`src/rtl/core/sbp_pkg.sv`:
```
// Shared types and constants for the spectrum bin post-processing block.
// No dependencies; imported by sbp_mult, sbp_iter and spectrum_bin_postprocess.
package sbp_pkg;

  // Output mode register codes
  localparam logic [2:0] MODE_MAG   = 3'd0;
  localparam logic [2:0] MODE_DB    = 3'd1;
  localparam logic [2:0] MODE_DBM   = 3'd2;
  localparam logic [2:0] MODE_PD    = 3'd3;
  localparam logic [2:0] MODE_PHASE = 3'd4;

  // Configuration register indexes
  localparam logic CFG_SAMPLE_RATE = 1'b0;
  localparam logic CFG_OUTPUT_MODE = 1'b1;

  localparam logic [17:0] FS_RESET = 18'd44100;

  // 10*log10(2) in Q20
  localparam logic [21:0] DB_COEF_Q20 = 22'd3156528;

  localparam logic signed [31:0] DB_FLOOR    = -32'sd7864320;   // -120.0
  localparam logic signed [31:0] DBM_FLOOR   = -32'sd13107200;  // -200.0
  localparam logic signed [31:0] DBM_OFFSET  = 32'sd1966080;    // 30.0
  localparam logic signed [31:0] ANG180      = 32'sd11796480;   // 180.0 deg
  localparam logic [31:0]        SAT_MAX     = 32'h7FFF_FFFF;

  localparam int CORDIC_STEPS = 24;

  // Operations of the iterative unit
  typedef enum logic [1:0] {
    OP_SQRT = 2'd0,
    OP_LOG  = 2'd1,
    OP_ATAN = 2'd2
  } iter_op_t;

  // Operand pair for the shared multiplier
  typedef struct packed {
    logic signed [32:0] a;
    logic signed [32:0] b;
  } mul_req_t;

  // atan(2^-i) in degrees, Q16.16
  function automatic logic signed [31:0] atan_deg(input logic [4:0] i);
    logic signed [31:0] r;
    case (i)
      5'd0:  r = 32'sd2949120;
      5'd1:  r = 32'sd1740967;
      5'd2:  r = 32'sd919879;
      5'd3:  r = 32'sd466945;
      5'd4:  r = 32'sd234379;
      5'd5:  r = 32'sd117304;
      5'd6:  r = 32'sd58666;
      5'd7:  r = 32'sd29335;
      5'd8:  r = 32'sd14668;
      5'd9:  r = 32'sd7334;
      5'd10: r = 32'sd3667;
      5'd11: r = 32'sd1833;
      5'd12: r = 32'sd917;
      5'd13: r = 32'sd458;
      5'd14: r = 32'sd229;
      5'd15: r = 32'sd115;
      5'd16: r = 32'sd57;
      5'd17: r = 32'sd29;
      5'd18: r = 32'sd14;
      5'd19: r = 32'sd7;
      5'd20: r = 32'sd4;
      5'd21: r = 32'sd2;
      5'd22: r = 32'sd1;
      5'd23: r = 32'sd1;
      default: r = 32'sd0;
    endcase
    return r;
  endfunction

endpackage

```
`src/rtl/core/sbp_mult.sv`:
```
// Shared registered 33x33 signed multiplier.
// Depends on sbp_pkg (mul_req_t).
module sbp_mult import sbp_pkg::*; (
  input  logic               clk,
  input  mul_req_t           req,
  output logic signed [65:0] p
);

  // Register the product
  always_ff @(posedge clk) begin
    p <= 66'($signed(req.a)) * 66'($signed(req.b));
  end

endmodule

```
`config.mk`:
```
export PLATFORM = sky130hd
export DESIGN_NAME = sbp_mult
export DESIGN_NICKNAME = d
export VERILOG_FILES = /design/src/rtl/core/sbp_pkg.sv /design/src/rtl/core/sbp_mult.sv
export SDC_FILE = /design/constraint.sdc
export NUM_CORES = 2
export LEC_CHECK = 0
export ABC_AREA = 1
export BUFFER_PORTS_ARGS = -buffer_cell sky130_fd_sc_hd__buf_2
export CAP_MARGIN = 5
export CORE_MARGIN = 2
export CORE_UTILIZATION = 55
export CTS_BUF_LIST = sky130_fd_sc_hd__clkbuf_16
export CTS_CLUSTER_DIAMETER = 40
export DETAILED_ROUTE_END_ITERATION = 8
export HOLD_SLACK_MARGIN = 0.08
export PLACE_DENSITY = 0.75
export SLEW_MARGIN = 20
export SYNTH_ARGS = -nofsm -noshare
export SYNTH_HDL_FRONTEND = slang
export SYNTH_SLANG_ARGS = --single-unit
```
`constraint.sdc`:
```
create_clock -name clk -period 7 [get_ports clk]
set_input_delay 0 -clock clk [delete_from_list [all_inputs] [get_ports clk]]
set_output_delay 0 -clock clk [all_outputs]
set_load 0.02 [all_outputs]
```
# == Yosys cells after proc, flatten, opt, wreduce, memory -nomap -nowiden ==
# Index checks and enable logic that the tools add are counted.
# op_classes
shift,0
div,0
n_eq_ne,0
add_sub_neg,0
bitwise_logic,0
multipliers,1
muxes,0
n_lt_le_gt_ge,0
reduce_logical,0
# op_table
op,count
$mul 33x33->66,1
# word_totals
register_bits,66
romBits,0
mem_bits_rw,0
latch_bits,0
in_bits,67
n_memories,0
output_inout_bits,66
wordCells,2

# == Longest topological paths before layout ==
# depth
depth_word,1
mapped_depth,34

# == Worst setup path before layout ==
# No wires, ideal clock.
# synth_path
path_type,input-to-reg
start,in req[65] (netlist bit)
end,reg p[60]
path_slack_ns,0.244
stages,23
t_required_ns,6.887
t_arrival_ns,6.643
cell_sequence,clkbuf_1 > clkbuf_1 > nand2_1 > inv_1 > fa_1 > fa_1 > fa_1 > fa_1 > inv_1 > fa_1 > fa_1 > fa_1 > fa_1 > inv_1 > ha_1 > nand2_1 > nor2_1 > inv_1 > nor3_1 > nand2_1 > and2_0 > nand4_1 > nand2_1
# synth_between
elab_chain_len,1
# synth_lines
element,line,source
"start, declared",sbp_mult.sv:5,"input mul_req_t req,"
$mul 33x33->66,sbp_mult.sv:11,p <= 66'($signed(req.a)) * 66'($signed(req.b));
"end signal, assigned",sbp_mult.sv:11,
"end, declared",sbp_mult.sv:6,output logic signed [65:0] p
# No other way between the ends.

# == Worst setup path after layout ==
# layout_path
start,in req[53] (netlist bit)
end,reg p[34]
# The elaborated chain is that of the path after synthesis.

==> flow_metrics.py <==
metrics = {
    "timing": {
        "period_share_pct": 95.9,
        "period_needed_ns": 6.71,
        "tightestPinTransition_ns": 0.849,
        "fin_tns_setup_ns": 0,
        "hold_slack_ns": 0.175,
        "hold_viol": 0,
        "fmax_mhz": 149,
        "setup_ws_ns": 0.286,
        "finalSetupViolCount": 0,
        "rsz0062_at_grt": "false",
        "slew_headroom_pct": 43.4,
        "drv_slew": 0,
    },
    "drt": {
        "drt_drc_violations_left": 0,
        "finalWirelength_um": 116000,
        "ant_nets": 0,
        "vias": 33600,
        "drt-initial-drc-count": 2357,
        "drt-pass1-iter-count": 6,
        "vias_per_cell": 5.07,
        "post_drt_wl_per_cell_um": 17.5,
    },
    "worst_setup_path": {
        "cpMaxStageDelayCell": "buf_2",
        "worst-setup-path-type": "input port to register",
        "cpPeakStageDelay_ns": 0.62,
        "arrival_ns": 6.94,
        "worst-path-max-fanout": 28,
        "critPathRequiredTime_ns": 7.22,
        "critPathCaptureType": "register",
        "crit_path_start_kind": "input port",
        "crit_top_cell": "fa_1",
    },
    "synth": {
        "synth_top_area_share_pct": 53.1,
        "synth-seq-cells": 66,
        "synth.net_count": 6972,
        "synth_ff_type": "dfxtp_1",
        "synth.distinct_cells": 35,
        "avgSynthCellArea_sq_um": 7.79,
        "synth.yosys.seq_area_share_pct": 3.06,
        "synth-edff-count": 0,
        "yosys.area.top_type": "fa_1",
        "synthTopCellsByArea": "fa_1 (53%), inv_1 (16%), nand2_1 (13%)",
        "ys_warn_count": 0,
        "syn-instance-count": 5543,
        "synth-async-reset-ratio_pct": 0,
        "syn-cell-area_sq_mm": 0.0432,
    },
    "clock_network": {
        "cts_tree": "built",
        "cts.sinks": 66,
        "ctsRootBufferMaster": "clkbuf_16",
        "cts_made_buffers": 9,
        "cts_max_level": 3,
        "clk_pin_slew_ns": 0.07,
        "hold_buffers": 0,
        "clockBufferDepth": 2,
    },
    "global_route": {
        "grt_pass1_vias": 37200,
        "grt_max_degree": 35,
        "grt_pass1_wl_um": 194000,
        "grt-ovfl-total": 0,
        "antenna_found_initial": 4,
        "grt_use_total_pct": 30.5,
    },
    "floorplan": {
        "fp.dieW_um": 284,
        "ioPinCount": 133,
        "dieArea_sq_mm": 0.0808,
        "fp-row-count": 102,
        "design.core.area_sq_mm": 0.0776,
        "start_util_pct": 55.6,
        "die_h_um": 284,
    },
    "outcome": {
        "status": "finished, final reports clean",
    },
    "run": {
        "drv_cap": 0,
    },
    "cells_and_area": {
        "drive_above_1_share_pct": 6.64,
        "fin_nets": 7014,
        "fin_area_sq_mm": 0.0460,
        "final_cell_mix": "inv_1 (1895), nand2_1 (1517), fa_1 (1145), ha_1 (217), buf_4 (142)",
        "top_register": "p",
        "area_growth_syn_to_layout_pct": 6.48,
        "top_regs": "p: 66 flops",
        "largest_register_ffs": 66,
        "mostFrequentLayoutCell": "inv_1",
        "nFillCells": 6974,
    },
    "min_path": {
        "hold_path_depth": 4,
        "hold_class": "input port to register",
    },
    "place": {
        "gp_congestion": 0.961,
        "io_buffers": 132,
        "hpwl_um": 102000,
        "place_area_sq_mm": 0.0456,
        "dp_slack_ns": -0.0135,
    },
}
-- kinds of logic (layout without fill, tap and decap cells) --
| family | Yosys count | in the layout | share of synthesized area [%] |
|---|---|---|---|
| compound gates | 106 | 106 | 1.38 |
| xor+xnor | 41 | 41 | 0.832 |
| fa+ha+maj | 1362 | 1362 | 59.4 |
| buf+inv | 2158 | 2205 | 18.8 |
| flops | 66 | 66 | 3.06 |
| other cells | 0 | 3 | 0 |
| simple gates | 1810 | 1810 | 16.6 |
-- critical path, delay by kind of cell --
kind | cells | cell delay, ns
XOR/XNOR | 1 | 0.30
adder cells (fa/ha/maj) | 9 | 4.43
buffers and inverters | 6 | 0.91
AND/OR/NAND/NOR | 9 | 1.27
-- layer usage --
metal	global-route usage [%]	vias to the layer above	wire [um]
met5	0	-	22
li1	-	15100	-
met3	3.66	352	8420
met4	12.5	4	5780
met2	53.4	1466	57700
met1	38.4	16700	44100
-- layout make-up --
class                           instances  area (sq um)  share of cell area (%)
Clock buffer                            9           225                   0.490
Timing Repair Buffer                  294          2130                    4.63
Clock inverter                          7           119                   0.259
Sequential cell                        66          1320                    2.87
Tap cell                             1040          1300                    2.83
Inverter                             1895          7110                    15.5
Multi-Input combinational cell       3319         33800                    73.4
Antenna cell                            3          7.51                  0.0163
-- repair_timing --
action | 4_1_cts | 5_1_grt
endpoints found under the setup margin | 0 | 1
buffers inserted | 0 | 0
gates resized for setup | 0 | 2
-- final timing paths --
kind     to    start  slack (ns)
max   p[34]  req[53]        0.29
min    p[0]   req[0]        0.18
-- per-stage QoR --
stage / std cells / utilization, %
2_1_floorplan: 5543 / -
3_3_place_gp: 6614 / 58.8
3_5_place_dp: 6614 / 58.8
4_1_cts: 6630 / 59.2
5_1_grt: 6632 / 59.2
6_report: 6633 / 59.2
-- synthesized netlist by cell type (2+ instances only) --
cell type	n
ha_1	217
dfxtp_1	66
nand4_1	19
o21bai_1	14
a21o_1	2
xor2_1	37
nor2_4	3
nor2_2	20
nor3_1	7
a21oi_1	61
o21ai_1	3
clkbuf_1	262
nor2_1	131
nor4_1	4
and2_1	2
or2_2	5
nand2_2	17
a21oi_2	4
xnor2_1	4
o21ai_0	19
inv_1	1894
nand2_1	1517
nand3b_1	3
nand3_1	70
fa_1	1145
nand3_2	8
Power is not shown: default switching activity piles up to over one toggle a cycle in this logic, so the estimate is an artifact.
